--- config.mk ---
export PLATFORM = sky130hd
export DESIGN_NAME = double_bit_decompose_unit
export DESIGN_NICKNAME = d
export VERILOG_FILES = /design/src/dbdu_pkg.sv /design/src/double_bit_decompose_unit.sv /design/src/dbdu_decode.sv
export SDC_FILE = /design/constraint.sdc
export NUM_CORES = 1
export LEC_CHECK = 0
export ABC_AREA = 1
export BUFFER_PORTS_ARGS = -buffer_cell sky130_fd_sc_hd__clkbuf_2
export CORE_MARGIN = 2
export CORE_UTILIZATION = 40
export DETAILED_ROUTE_END_ITERATION = 8
export MAX_ROUTING_LAYER = met4
export PLACE_DENSITY = 0.63
export RECOVER_POWER = 50
export SLEW_MARGIN = 25
export SYNTH_ARGS = -nofsm -noshare
export SYNTH_HDL_FRONTEND = slang
export SYNTH_SLANG_ARGS = --single-unit
--- constraint.sdc ---
create_clock -name clk -period 12.51 [get_ports clk]
set_clock_uncertainty 0.2 [all_clocks]
set_input_delay 0.6255 -clock clk [delete_from_list [all_inputs] [get_ports clk]]
set_output_delay 0.6255 -clock clk [all_outputs]
set_load 0.005 [all_outputs]
--- src/dbdu_pkg.sv ---
`default_nettype none
package dbdu_pkg;

  localparam logic [2:0] KIND_FREXP = 3'd0;
  localparam logic [2:0] KIND_LDEXP = 3'd1;
  localparam logic [2:0] KIND_MODF  = 3'd2;
  localparam logic [2:0] KIND_ISINF = 3'd3;
  localparam logic [2:0] KIND_ISNAN = 3'd4;
  localparam logic [2:0] KIND_MKINF = 3'd5;

  localparam logic [63:0] SIGN_BIT  = 64'h8000_0000_0000_0000;
  localparam logic [63:0] POS_INF   = 64'h7FF0_0000_0000_0000;
  localparam logic [63:0] NEG_INF   = 64'hFFF0_0000_0000_0000;
  localparam logic [63:0] QUIET_BIT = 64'h0008_0000_0000_0000;
  localparam logic [63:0] ONE_BITS  = 64'h3FF0_0000_0000_0000;
  localparam logic [63:0] NAN_POS_INF_FRAC = 64'hFFF8_0000_0000_0000;
  localparam logic [63:0] NAN_NEG_INF_FRAC = 64'h7FF8_0000_0000_0000;
  localparam logic [10:0] EXP_MAX   = 11'h7FF;
  localparam logic [10:0] EXP_HALF  = 11'd1022;
  localparam logic [10:0] EXP_INT   = 11'd1075;

  typedef struct packed {
    logic [63:0]        main_bits;
    logic [63:0]        ip_bits;
    logic signed [11:0] expo;
    logic               flag;
    logic               norm;   // modf fraction still to be normalised
    logic               sgn;
    logic [10:0]        field;
    logic [51:0]        frac;
  } stage_t;

endpackage
`default_nettype wire

--- src/double_bit_decompose_unit.sv ---
`default_nettype none
// Accepted transactions pass through a_r, b_r and the output registers.
// Throughput: one transaction per cycle unless stalled; stages are decode,
// leading-one search over the modf fraction, and normalise/assemble.
// Stalls hold each stage only while the one after it is full and held.
// Reset (synchronous, rst_n low) clears all valid bits; data is not reset.
module double_bit_decompose_unit (
  input  wire logic               clk,
  input  wire logic               rst_n,
  input  wire logic               in_valid,
  output logic                    in_stall,
  input  wire logic [2:0]         in_kind,
  input  wire logic [63:0]        in_value_bits,
  input  wire logic signed [15:0] in_exp_adjust,
  input  wire logic signed [1:0]  in_sign_select,
  output logic                    out_valid,
  input  wire logic               out_stall,
  output logic [63:0]             out_main_bits,
  output logic [63:0]             out_integer_part_bits,
  output logic signed [11:0]      out_exponent_out,
  output logic                    out_test_flag
);
  import dbdu_pkg::*;

  stage_t dec;
  stage_t a_r, b_r;
  logic   a_valid_r, b_valid_r, out_valid_r;
  logic [5:0] b_lead_r;
  logic [5:0] lead_nxt;
  logic   a_adv, b_adv, o_adv;
  logic [63:0] main_nxt;
  logic [11:0] fexp;
  logic [51:0] fsh;

  dbdu_decode u_dec (
    .kind (in_kind),
    .x    (in_value_bits),
    .adj  (in_exp_adjust),
    .sel  (in_sign_select),
    .res  (dec)
  );

  assign o_adv    = !out_valid_r || !out_stall;
  assign b_adv    = !b_valid_r || o_adv;
  assign a_adv    = !a_valid_r || b_adv;
  assign in_stall = !a_adv;

  // highest set bit of the leftover fraction
  always_comb begin
    lead_nxt = '0;
    for (int i = 0; i < 52; i++)
      if (a_r.frac[i]) lead_nxt = 6'(i);
  end

  always_comb begin
    fexp     = {1'b0, b_r.field} + {6'd0, b_lead_r} - 12'd52;
    fsh      = b_r.frac << (6'd52 - b_lead_r);
    main_nxt = b_r.main_bits;
    if (b_r.norm) begin
      if (b_r.frac == '0) main_nxt = {b_r.sgn, 63'd0};
      else                main_nxt = {b_r.sgn, fexp[10:0], fsh};
    end
  end

  always_ff @(posedge clk) begin
    if (!rst_n) begin
      a_valid_r   <= 1'b0;
      b_valid_r   <= 1'b0;
      out_valid_r <= 1'b0;
    end else begin
      if (a_adv) a_valid_r   <= in_valid;
      if (b_adv) b_valid_r   <= a_valid_r;
      if (o_adv) out_valid_r <= b_valid_r;
    end
  end

  always_ff @(posedge clk) begin
    if (a_adv) a_r <= dec;
    if (b_adv) begin
      b_r      <= a_r;
      b_lead_r <= lead_nxt;
    end
    if (o_adv) begin
      out_main_bits         <= main_nxt;
      out_integer_part_bits <= b_r.ip_bits;
      out_exponent_out      <= b_r.expo;
      out_test_flag         <= b_r.flag;
    end
  end

  assign out_valid = out_valid_r;

  a_accept: assert property (@(posedge clk) disable iff (!rst_n)
    in_valid && !in_stall |=> a_valid_r)
    else $error("accepted transaction not captured");
  a_hold: assert property (@(posedge clk) disable iff (!rst_n)
    out_valid_r && out_stall |=> out_valid_r && $stable(out_main_bits))
    else $error("held result changed");
  a_flag: assert property (@(posedge clk) disable iff (!rst_n)
    out_valid_r && out_test_flag |-> out_main_bits == 64'd0 &&
    out_integer_part_bits == 64'd0)
    else $error("test flag with nonzero payload");
  a_reset: assert property (@(posedge clk)
    !rst_n |=> !out_valid_r && !a_valid_r && !b_valid_r)
    else $error("valid bits not cleared by reset");
endmodule
`default_nettype wire

--- src/dbdu_decode.sv ---
`default_nettype none
module dbdu_decode (
  input  wire logic [2:0]         kind,
  input  wire logic [63:0]        x,
  input  wire logic signed [15:0] adj,
  input  wire logic signed [1:0]  sel,
  output dbdu_pkg::stage_t        res
);
  import dbdu_pkg::*;

  logic [62:0]        mag;
  logic               sgn;
  logic [10:0]        field;
  logic signed [17:0] esum;
  logic               is_pinf;
  logic               is_ninf;
  logic               inf_any;
  logic [5:0]         nbits;
  logic [52:0]        mask;
  logic [51:0]        fr;
  logic [63:0]        tr;

  always_comb begin
    mag     = x[62:0];
    sgn     = x[63];
    field   = x[62:52];
    esum    = 18'(adj) + $signed({7'd0, field});
    is_pinf = (x == POS_INF);
    is_ninf = (x == NEG_INF);
    inf_any = is_pinf || is_ninf;
    nbits   = (field > EXP_INT) ? 6'd0 : 6'(EXP_INT - field);
    mask    = (53'd1 << nbits) - 53'd1;
    fr      = mag[51:0] & mask[51:0];
    tr      = {1'b0, mag[62:52], mag[51:0] & ~mask[51:0]};

    res       = '0;
    res.sgn   = sgn;
    res.field = field;
    case (kind)
      KIND_FREXP: begin
        if (mag != '0) begin
          res.expo      = $signed({1'b0, field}) - $signed({1'b0, EXP_HALF});
          res.main_bits = {sgn, EXP_HALF, x[51:0]};
        end
      end
      KIND_LDEXP: begin
        if (mag != '0) begin
          if (esum <= 18'sd0)
            res.main_bits = '0;
          else if (esum >= $signed({7'd0, EXP_MAX}))
            res.main_bits = (sgn && {1'b0, mag} <= POS_INF) ? NEG_INF : POS_INF;
          else
            res.main_bits = {sgn, esum[10:0], x[51:0]};
        end
      end
      KIND_MODF: begin
        if ({1'b0, mag} > POS_INF) begin
          res.ip_bits   = x;
          res.main_bits = x | QUIET_BIT;
        end else if ({1'b0, mag} == POS_INF) begin
          res.ip_bits   = x;
          res.main_bits = sgn ? NAN_NEG_INF_FRAC : NAN_POS_INF_FRAC;
        end else if (x == SIGN_BIT) begin
          res.main_bits = x;
        end else if ({1'b0, mag} < ONE_BITS) begin
          res.ip_bits   = {sgn, 63'd0};
          res.main_bits = x;
        end else begin
          res.ip_bits = {sgn, tr[62:0]};
          res.norm    = 1'b1;
          res.frac    = fr;
        end
      end
      KIND_ISINF: begin
        if (sel == 2'sd0)
          res.flag = inf_any;
        else if (!sel[1])
          res.flag = is_pinf;
        else
          res.flag = is_ninf;
      end
      KIND_ISNAN: res.flag = (field == EXP_MAX) && !inf_any;
      KIND_MKINF: res.main_bits = sel[1] ? NEG_INF : POS_INF;
      default: res = '0;
    endcase
  end
endmodule
`default_nettype wire
==> run summary, run 1 <==
Longest Clk Path Bufs - 3
Number of global-route vias before repair - 17900
Mean Syn Cell Area - 10.9 µm²
Kind of end point of the critical path - flip-flop
Filler Cells Inserted - 6097
Port Buf Inserts - 231
Clock root cell - clkbuf_16
Max-cap viol count - 4
Seq cells post-synth - 562
Number of flops mapped to enable cells by yosys - 559
Largest net degree at the start of global routing - 137
Final Slew Violations - 234
Cts bufs inserted - 57
H-tree Lvls - 2
Worst setup SP type - flip-flop
Async SR Flop Fraction - 0%
Initial DRC count - 2242
Status - finished with violations
Initial antenna violation count - 4
Clk pin slew, worst setup/hold paths - 0.06 ns
Final Wtd Congestion - 0.962
Hold Crit Class - in -> reg
Syn nets - 2527
Sequential area share after synthesis - 64.2%
Actual slew at the worst max-slew pin - 3.59 ns
Drt wl/cell - 21.9 µm
Area contributors post-synth - edfxtp_1 64%, nand2_1 5.7%, inv_1 4.8%
Chip Height - 260 µm
Final ANT Viol Nets - 0
Drt pass-1 iters - 7
Synthesized netlist cell count - 2404
Worst Path Arrival - 4.90 ns
Synth-to-Final Area Change - 14.7%
Global-route wire length before repair - 114000 µm
Total via count in the routed design - 18600
Final Setup Violations - 0
Slew HR - -140%
RSZ-0062 raised after global routing - no
CP required - 12.55 ns
Dpl hpwl - 58100 µm
Die area - 0.0676 mm²
Hold Violations, Final - 0
Final core utilization - 46.5%
CTS sink count - 562
Syn Std Cell Area - 0.0262 mm²
Worst-path maximum fanout - 136
CP Class - reg -> reg
Area leader, netlist - edfxtp_1
Worst VDD drop - 0.107 mV
Residual DRC - 0
# resized after CTS - 0
Starting Density - 40.5%
Post-CTS Setup Bufs - 0
Synth warn - 0
PD cells - 159 mW/mm²
P_leak - 13.1 nW
Core area - 0.0647 mm²
Sum of negative setup slack - 0 ns
Clock tree from TritonCTS - built
Final global-route overflow total - 0
CTS Hold Buffers Added - 0
NumNets Final - 2746
FMAX - 206 MHz
Layout cell share with drive strength beyond 1 - 12.6%
Worst skew pair latency - 0.61 ns
Commonest non-fill, non-tap cell in the layout - edfxtp_1
Num rows - 93
Boundary Pins - 232
Vias per inst - 5.29
DIE WIDTH - 260 µm
Most frequent cells in the layout - 559 x edfxtp_1, 394 x nand2_1, 330 x inv_1, 179 x nor2_1, 167 x o21ai_0
Part of the cycle the worst path needs - 38.9%
Gr usage total - 23.3%
Yosys top cell area share - 64.0%
Fin crit period - 4.87 ns
Routed WL - 77100 µm
Synth cell types - 56
Failing checks - capacitance limit, slew limit
Commonest register cell after synthesis - edfxtp_1
==> sequential cells by signal (all words and copies together), names as in the netlist <==
name                   count
b_lead_r                   6
out_exponent_out          12
out_main_bits             64
a_valid_r                  1
a_r                      206
out_valid                  1
out_test_flag              1
out_integer_part_bits     64
b_valid_r                  1
b_r                      206
==> per-layer routing <==
metal  part of all wire, %  track usage, %
met3                   6.0            3.14
met4                   2.9            6.95
met2                    44            33.6
met1                    47            34.2
met5                     0               -
==> worst max-delay path, cell delays in order, from the launching register on <==
cell and delay [ns]:
dfxtp_1 0.31, nand2_1 0.46, nor2_1 0.22, inv_8 0.70
nor2_1 0.23, clkinvlp_4 0.12, buf_4 0.72, buf_4 0.71
buf_6 0.66
==> path summary, 6_finish.rpt <==
path                                 from  depth (start not counted)         to  slack (ns)
worst min register to register    a_r[84]                          0    b_r[84]        0.22
worst max-delay path            out_valid                          8   a_r[101]        7.64
worst min-delay path             in_valid                          3  a_valid_r        0.04
worst max register to register  out_valid                          8   a_r[101]        7.64
==> per-stage QoR <==
step           setup WS [ns]  hold slack, ns  power [mW]  std cells  area [µm²]
3_5_place_dp            7.26           0.205        3.09       3418       28300
4_1_cts                 7.63         0.00152        4.80       3521       30200
3_3_place_gp            7.33           0.202        3.09       3417       28300
2_1_floorplan          0.842           0.200        2.82       2404       26200
6_report                7.64          0.0436        4.78       3525       30100
5_1_grt                 7.21          0.0182        4.97       3525       30100
==> power by group <==
group	internal (mW)	switching (mW)	total [mW]	leakage [nW]
Clock	1.00	0.710	1.71	0.924
Combinational	0.267	0.623	0.891	5.39
Sequential	2.14	0.0335	2.17	6.78
Total	3.41	1.37	4.78	13.1
==> cell families after synthesis <==
kind of cell / count (synthesis) / share of synthesized area (%)
adders and majority gates: 34 / 1.68
AOI/OAI and AO/OA: 313 / 7.20
muxes: 69 / 2.64
buffers and inverters: 452 / 6.56
DFF: 562 / 64.2
and+or+nand+nor: 923 / 16.0
xor gates and xnor gates: 51 / 1.70
==> layout make-up <==
cell class	instances	area [µm²]	share of cell area [%]
inverter	359	1370	4.54
sequential	562	16800	56.0
clock buffer	72	1520	5.06
antenna	3	7.51	0.0249
timing repair buffer	253	1240	4.13
multi-input combinational	1390	7700	25.6
tap	855	1070	3.55
clock inverter	31	342	1.13
==> Yosys cell counts (2+ instances only) <==
| master | n |
|---|---|
| nand2_1 | 396 |
| nor4_1 | 27 |
| nand4_1 | 46 |
| o2111ai_1 | 19 |
| nor2_2 | 7 |
| inv_2 | 22 |
| nor2_4 | 4 |
| nand4_2 | 2 |
| a221o_1 | 8 |
| o22ai_1 | 4 |
| nor3_2 | 11 |
| nor3b_1 | 3 |
| and3_1 | 3 |
| dfxtp_1 | 3 |
| edfxtp_1 | 559 |
| nand3_1 | 91 |
| mux2i_1 | 68 |
| o21bai_1 | 4 |
| a21oi_1 | 50 |
| ha_1 | 32 |
| nor2_1 | 180 |
| nand2_2 | 4 |
| o211ai_1 | 30 |
| xnor2_1 | 14 |
| o21ai_1 | 2 |
| inv_1 | 333 |
| o21ai_0 | 167 |
| buf_2 | 11 |
| fa_1 | 2 |
| a22o_1 | 4 |
| a32o_1 | 5 |
| nor2_8 | 2 |
| o21a_1 | 3 |
| o31ai_1 | 5 |
| nand3_2 | 4 |
| nor3_1 | 132 |
| buf_1 | 10 |
| o221ai_1 | 4 |
| or2_2 | 8 |
| clkinv_1 | 3 |
| clkbuf_1 | 71 |
| xor2_1 | 37 |
Note: power is estimated with default switching activity, not from simulation.
==> inputs of run 2 (changes only) <==
--- a/config.mk
+++ b/config.mk
@@ -11,7 +11,7 @@
 export CORE_UTILIZATION = 40
 export DETAILED_ROUTE_END_ITERATION = 8
 export MAX_ROUTING_LAYER = met4
-export PLACE_DENSITY = 0.63
+export PLACE_DENSITY = 0.61
 export RECOVER_POWER = 50
 export SLEW_MARGIN = 25
 export SYNTH_ARGS = -nofsm -noshare
==> constraint.sdc (replaced) <==
create_clock -name clk -period 4.9 [get_ports clk]
set_clock_uncertainty 0.2 [all_clocks]
set_input_delay 0.245 -clock clk [delete_from_list [all_inputs] [get_ports clk]]
set_output_delay 0.245 -clock clk [all_outputs]
set_load 0.005 [all_outputs]
==> run 2 against run 1 <==
  * The flow still finishes with violations (capacitance limit, slew limit)
  * Largest cell class unchanged
  * Highest routed layer unchanged
  * Sequential share of layout area fell by 1.8 points
  * Via count rose by 2.3%
  * Combinational power rose to 2.6 times the previous value
==> run summary, run 2 (synthesis gave the netlist of run 1 again) <==
Status - finished with violations
Failing checks - capacitance limit, slew limit
Worst VDD drop - 0.293 mV
Min setup slack post-route - 0.470 ns
Port Buf Inserts - 231
Most frequent cells in the layout - 559 x edfxtp_1, 395 x nand2_1, 330 x inv_1, 179 x nor2_1, 167 x o21ai_0
Synth-to-Final Area Change - 18.6%
Core area - 0.0647 mm²
Longest Clk Path Bufs - 3
Cts bufs inserted - 59
Starting Density - 40.5%
Global-route wire length before repair - 119000 µm
Clk pin slew, worst setup/hold paths - 0.06 ns
Routed WL - 80500 µm
Final global-route overflow total - 0
# resized after CTS - 0
Layout cell share with drive strength beyond 1 - 12.5%
Drt pass-1 iters - 6
Fin crit period - 4.43 ns
Final Slew Violations - 227
Part of the cycle the worst path needs - 90.4%
Critical path cell sequence - dlygate4sd3_1 -> clkbuf_2 -> inv_2 -> ha_1 -> nand2_1 -> a41o_1 -> nand2_4 -> inv_8 -> nor2_8 -> inv_2 -> nand2_2 -> ha_1 -> nand3b_4 -> nor3_2 -> nand3_2 -> nor2_1 -> nand4_1 -> nor3_2 -> nand3_1 -> xor2_1 -> o2111ai_1 -> inv_1
NumNets Final - 2835
Num rows - 93
CP required - 5.18 ns
PD cells - 403 mW/mm²
Worst path slowest cell - dlygate4sd3_1
Initial antenna violation count - 4
Clock tree from TritonCTS - built
CTS Hold Buffers Added - 70
Vias per inst - 5.26
Total via count in the routed design - 19100
Worst Path Arrival - 4.71 ns
Number of global-route vias before repair - 18500
Initial DRC count - 1842
Final Setup Violations - 0
Hold Crit Class - in -> reg
Largest net degree at the start of global routing - 161
Boundary Pins - 232
Placed cells - 3436
Filler Cells Inserted - 5986
Largest regs - a_r x206, b_r x206
Residual DRC - 0
DIE WIDTH - 260 µm
Chip Height - 260 µm
Total power - 12.5 mW
Die area - 0.0676 mm²
Dpl hpwl - 61000 µm
Hold Violations, Final - 0
Drt wl/cell - 22.2 µm
Kind of end point of the critical path - flip-flop
Worst-path maximum fanout - 14
Final ANT Viol Nets - 0
CP Class - in -> reg
Commonest non-fill, non-tap cell in the layout - edfxtp_1
Worst skew pair latency - 0.62 ns
Post-route insts no fill - 3621
Clock root cell - clkbuf_16
Pre-CTS WS - 0.361 ns
RSZ-0062 raised after global routing - no
H-tree Lvls - 2
FMAX - 226 MHz
Worst setup SP type - input port
Post-CTS Setup Bufs - 0
CTS sink count - 562
Gr usage total - 24.5%
P_leak - 13.5 nW
Final Wtd Congestion - 0.954
Actual slew at the worst max-slew pin - 3.32 ns
Largest stage delay, worst path - 0.54 ns
Max-cap viol count - 4
Slew HR - -122%
[run 2: cell types whose count changed in the layout (fill, tap and decap cells not counted), sizes merged]
cell,before,now
bufinv,7,9
inv,357,356
diode,3,4
clkbuf,307,298
clkinv,24,32
buf,18,36
dlygate4sd3,0,70
clkinvlp,2,9
[run 2: worst max-delay path, delay by kind of cell]
| kind | cells | cell delay [ns] |
|---|---|---|
| and+or+nand+nor | 11 | 1.84 |
| buffers and inverters | 6 | 1.30 |
| adders and majority gates | 2 | 0.49 |
| AOI/OAI and AO/OA | 2 | 0.43 |
| xor gates and xnor gates | 1 | 0.38 |
[run 2: path summary, 6_finish.rpt]
path,from,end,slack [ns],depth (start not counted)
setup reg to reg,b_r[64],out_main_bits[36],0.49,4
setup / recovery,in_value_bits[55],a_r[100],0.47,22
hold / removal,in_value_bits[53],a_r[67],0.03,2
hold reg to reg,a_r[68],b_r[68],0.21,0
[run 2: through the flow]
step | area [µm²] | hold WS, ns | TNS (ns) | util, %
final | 31100 | 0.0327 | 0 | 48.1
after global placement | 28500 | 0.202 | 0 | 44.1
after detailed placement | 28500 | 0.205 | 0 | 44.1
after global routing | 31100 | 0.0133 | 0 | 48.1
after floorplan | 26300 | 0.161 | -748.04 | -
after CTS | 31300 | 0.000538 | 0 | 48.3
[run 2: layer usage]
layer | part of all wire (%) | global-route usage, % | wire length [µm]
met1 | 46 | 35.2 | 37000
met2 | 45 | 36.1 | 35900
met3 | 6.6 | 3.57 | 5330
met4 | 2.8 | 6.89 | 2250
met5 | 0 | - | 0
[run 2: cell type report]
cell class                      count  area [µm²]  area share, %
Multi-Input combinational cell   1390        7690           24.7
Sequential cell                   562       16800           54.2
Clock buffer                       64        1520           4.88
Timing Repair Buffer              340        2090           6.72
Clock inverter                     47         515           1.66
Inverter                          359        1360           4.38
Antenna cell                        4        10.0         0.0322
Tap cell                          855        1070           3.44
[run 2: report_power, final]
group | leakage, nW | internal [mW] | switching [mW] | total, mW
clock | 0.981 | 2.72 | 1.91 | 4.63
sequential | 6.78 | 5.46 | 0.0860 | 5.55
combinational | 5.73 | 0.730 | 1.62 | 2.35
==> inputs of run 3 (changes only) <==
--- a/config.mk
+++ b/config.mk
@@ -8,10 +8,11 @@
 export ABC_AREA = 1
 export BUFFER_PORTS_ARGS = -buffer_cell sky130_fd_sc_hd__clkbuf_2
 export CORE_MARGIN = 2
-export CORE_UTILIZATION = 40
+export CORE_UTILIZATION = 60
 export DETAILED_ROUTE_END_ITERATION = 8
+export GPL_TIMING_DRIVEN = 0
 export MAX_ROUTING_LAYER = met4
-export PLACE_DENSITY = 0.61
+export PLACE_DENSITY = 0.84
 export RECOVER_POWER = 50
 export SLEW_MARGIN = 25
 export SYNTH_ARGS = -nofsm -noshare
==> run 3 against run 2 <==
  * The flow still finishes with violations (capacitance limit, slew limit)
  * Global-route usage rose by 14 points
  * Critical path type unchanged
  * Cell count fell by 5.9%
  * Die area fell by 33%
  * Highest routed layer unchanged
  * Register-to-register slack got worse by 0.17 ns
  * Largest power group unchanged
  * Sequential share of layout area rose by 0.43 points
==> run summary, run 3 (synthesis gave the netlist of run 1 again) <==
Status - finished with violations
Failing checks - capacitance limit, slew limit
CTS sink count - 562
Worst skew pair latency - 0.61 ns
DIE WIDTH - 213 µm
Total power - 12.5 mW
Gr busiest metal - met2
Fin crit period - 4.76 ns
Chip Height - 213 µm
Final global-route overflow total - 0
Worst Path Arrival - 4.87 ns
Port Buf Inserts - 231
Initial antenna violation count - 5
Worst setup SP type - input port
FMAX - 210 MHz
Most frequent cells in the layout - 559 x edfxtp_1, 395 x nand2_1, 331 x inv_1, 197 x clkbuf_1, 180 x nor2_1
Synth-to-Final Area Change - 17.7%
Worst r2r dst - out_main_bits[49]
Final Wtd Congestion - 1.03
Commonest non-fill, non-tap cell in the layout - edfxtp_1
R2r startpoint - b_lead_r[0]
Largest net degree at the start of global routing - 144
Total via count in the routed design - 20400
Cts bufs inserted - 54
Max-cap viol count - 2
Starting Density - 60.9%
Residual DRC - 0
Met1 global-route usage - 48.8%
Worst VDD drop - 0.306 mV
Actual slew at the worst max-slew pin - 2.12 ns
Vias per inst - 6.00
Met2 usage - 61.4%
Initial DRC count - 2623
CP Class - in -> reg
Drt pass-1 iters - 8
Depth of the worst register-to-register path - 12
NumNets Final - 2898
Number of global-route vias before repair - 20000
Worst hold endpoint - a_r[72]
Clock root cell - clkbuf_16
H-tree Lvls - 2
Hold path start - in_value_bits[58]
Final Slew Violations - 96
Final ANT Viol Nets - 0
Hold-critical path depth - 4
CP required - 5.01 ns
Num rows - 76
Drt wl/cell - 24.6 µm
Worst-path maximum fanout - 10
Slew HR - -41.4%
RSZ-0062 raised after global routing - yes
Part of the cycle the worst path needs - 97.2%
Worst hold slack - 0.0553 ns
Gr usage total - 38.5%
M3 GR Usage - 6.87%
Longest Clk Path Bufs - 3
Global-route wire length before repair - 123000 µm
Die area - 0.0454 mm²
Core area - 0.0431 mm²
Clk pin slew, worst setup/hold paths - 0.06 ns
Layout cell share with drive strength beyond 1 - 10.8%
Kind of end point of the critical path - flip-flop
P_leak - 13.4 nW
Hold Crit Class - in -> reg
Hold Violations, Final - 0
Clock tree from TritonCTS - built
Dpl hpwl - 63300 µm
Largest regs - a_r x206, b_r x206
Routed WL - 83700 µm
Final core utilization - 71.6%
R2R setup slack - 0.32 ns
PD cells - 404 mW/mm²
Post-CTS Setup Bufs - 0
Final Setup Violations - 0
Boundary Pins - 232
run 3: changes by cell type in the layout (fill, tap and decap cells not counted), sizes merged:
cell	previous run	this run
clkbuf	298	369
clkinv	32	27
clkinvlp	9	4
buf	36	32
bufinv	9	8
diode	4	5
inv	356	357
run 3: layer usage:
metal  vias to the layer above  share of wire (%)
li1                       9111                  -
met4                         0                5.3
met1                      9634                 37
met3                       290                 10
met2                      1413                 47
met5                         -                  0
run 3: layout make-up:
| class | instances | area, µm² |
|---|---|---|
| fill | 3040 | 12200 |
| multi-input combinational | 1390 | 7730 |
| inverter | 359 | 1360 |
| sequential | 562 | 16800 |
| timing repair buffer | 315 | 1960 |
| clock buffer | 63 | 1410 |
| clock inverter | 37 | 424 |
| tap | 585 | 732 |
| antenna | 5 | 12.5 |
| buffer | 93 | 382 |
run 3: metrics by stage:
step	worst slack, ns	area, µm²	std cells	setup TNS (ns)
3_5_place_dp	0.145	28400	3233	0
3_3_place_gp	-6.77	28200	3220	-1751.16
4_1_cts	0.187	31000	3403	0
5_1_grt	-0.0175	30900	3408	-0.0175
2_1_floorplan	-3.63	26300	2404	-748.04
6_report	0.135	30900	3409	0
run 3: repair_timing:
action,in CTS,in global routing
endpoints found under the setup margin,0,58
gates resized for setup,0,23
hold buffers,70,0
hold endpoints to repair,167,0
run 3: critical path, stage by stage:
cell and delay, ns:
dlygate4sd3_1 0.57, clkbuf_2 0.14, inv_1 0.12, nand2_1 0.10
nor4_1 0.39, nand4_1 0.14, nor3_1 0.36, nand4_1 0.44
inv_1 0.20, nand2_1 0.18, nand2_1 0.45, a21oi_1 0.07
nand2_1 0.10, nand2_1 0.28, inv_1 0.26, nand2_1 0.12
a221oi_1 0.70
run 3: power by group:
| group | leakage (nW) | internal [mW] | switching (mW) |
|---|---|---|---|
| Clock | 0.890 | 2.49 | 1.82 |
| Combinational | 5.73 | 0.757 | 1.85 |
| Sequential | 6.78 | 5.46 | 0.0889 |
| Total | 13.4 | 8.70 | 3.76 |
run 3: how the worst max path moves through the flow:
stage	startpoint	end	slack (ns)	cells past startpoint
2_1_floorplan	out_valid	a_r[0]	-3.63	5
3_3_place_gp	out_stall	a_r[12]	-6.77	6
3_5_place_dp	in_value_bits[52]	a_r[176]	0.15	24
4_1_cts	b_lead_r[0]	out_main_bits[48]	0.19	13
5_1_grt	in_value_bits[44]	a_r[193]	-0.02	17
6_report	in_value_bits[44]	a_r[193]	0.14	17
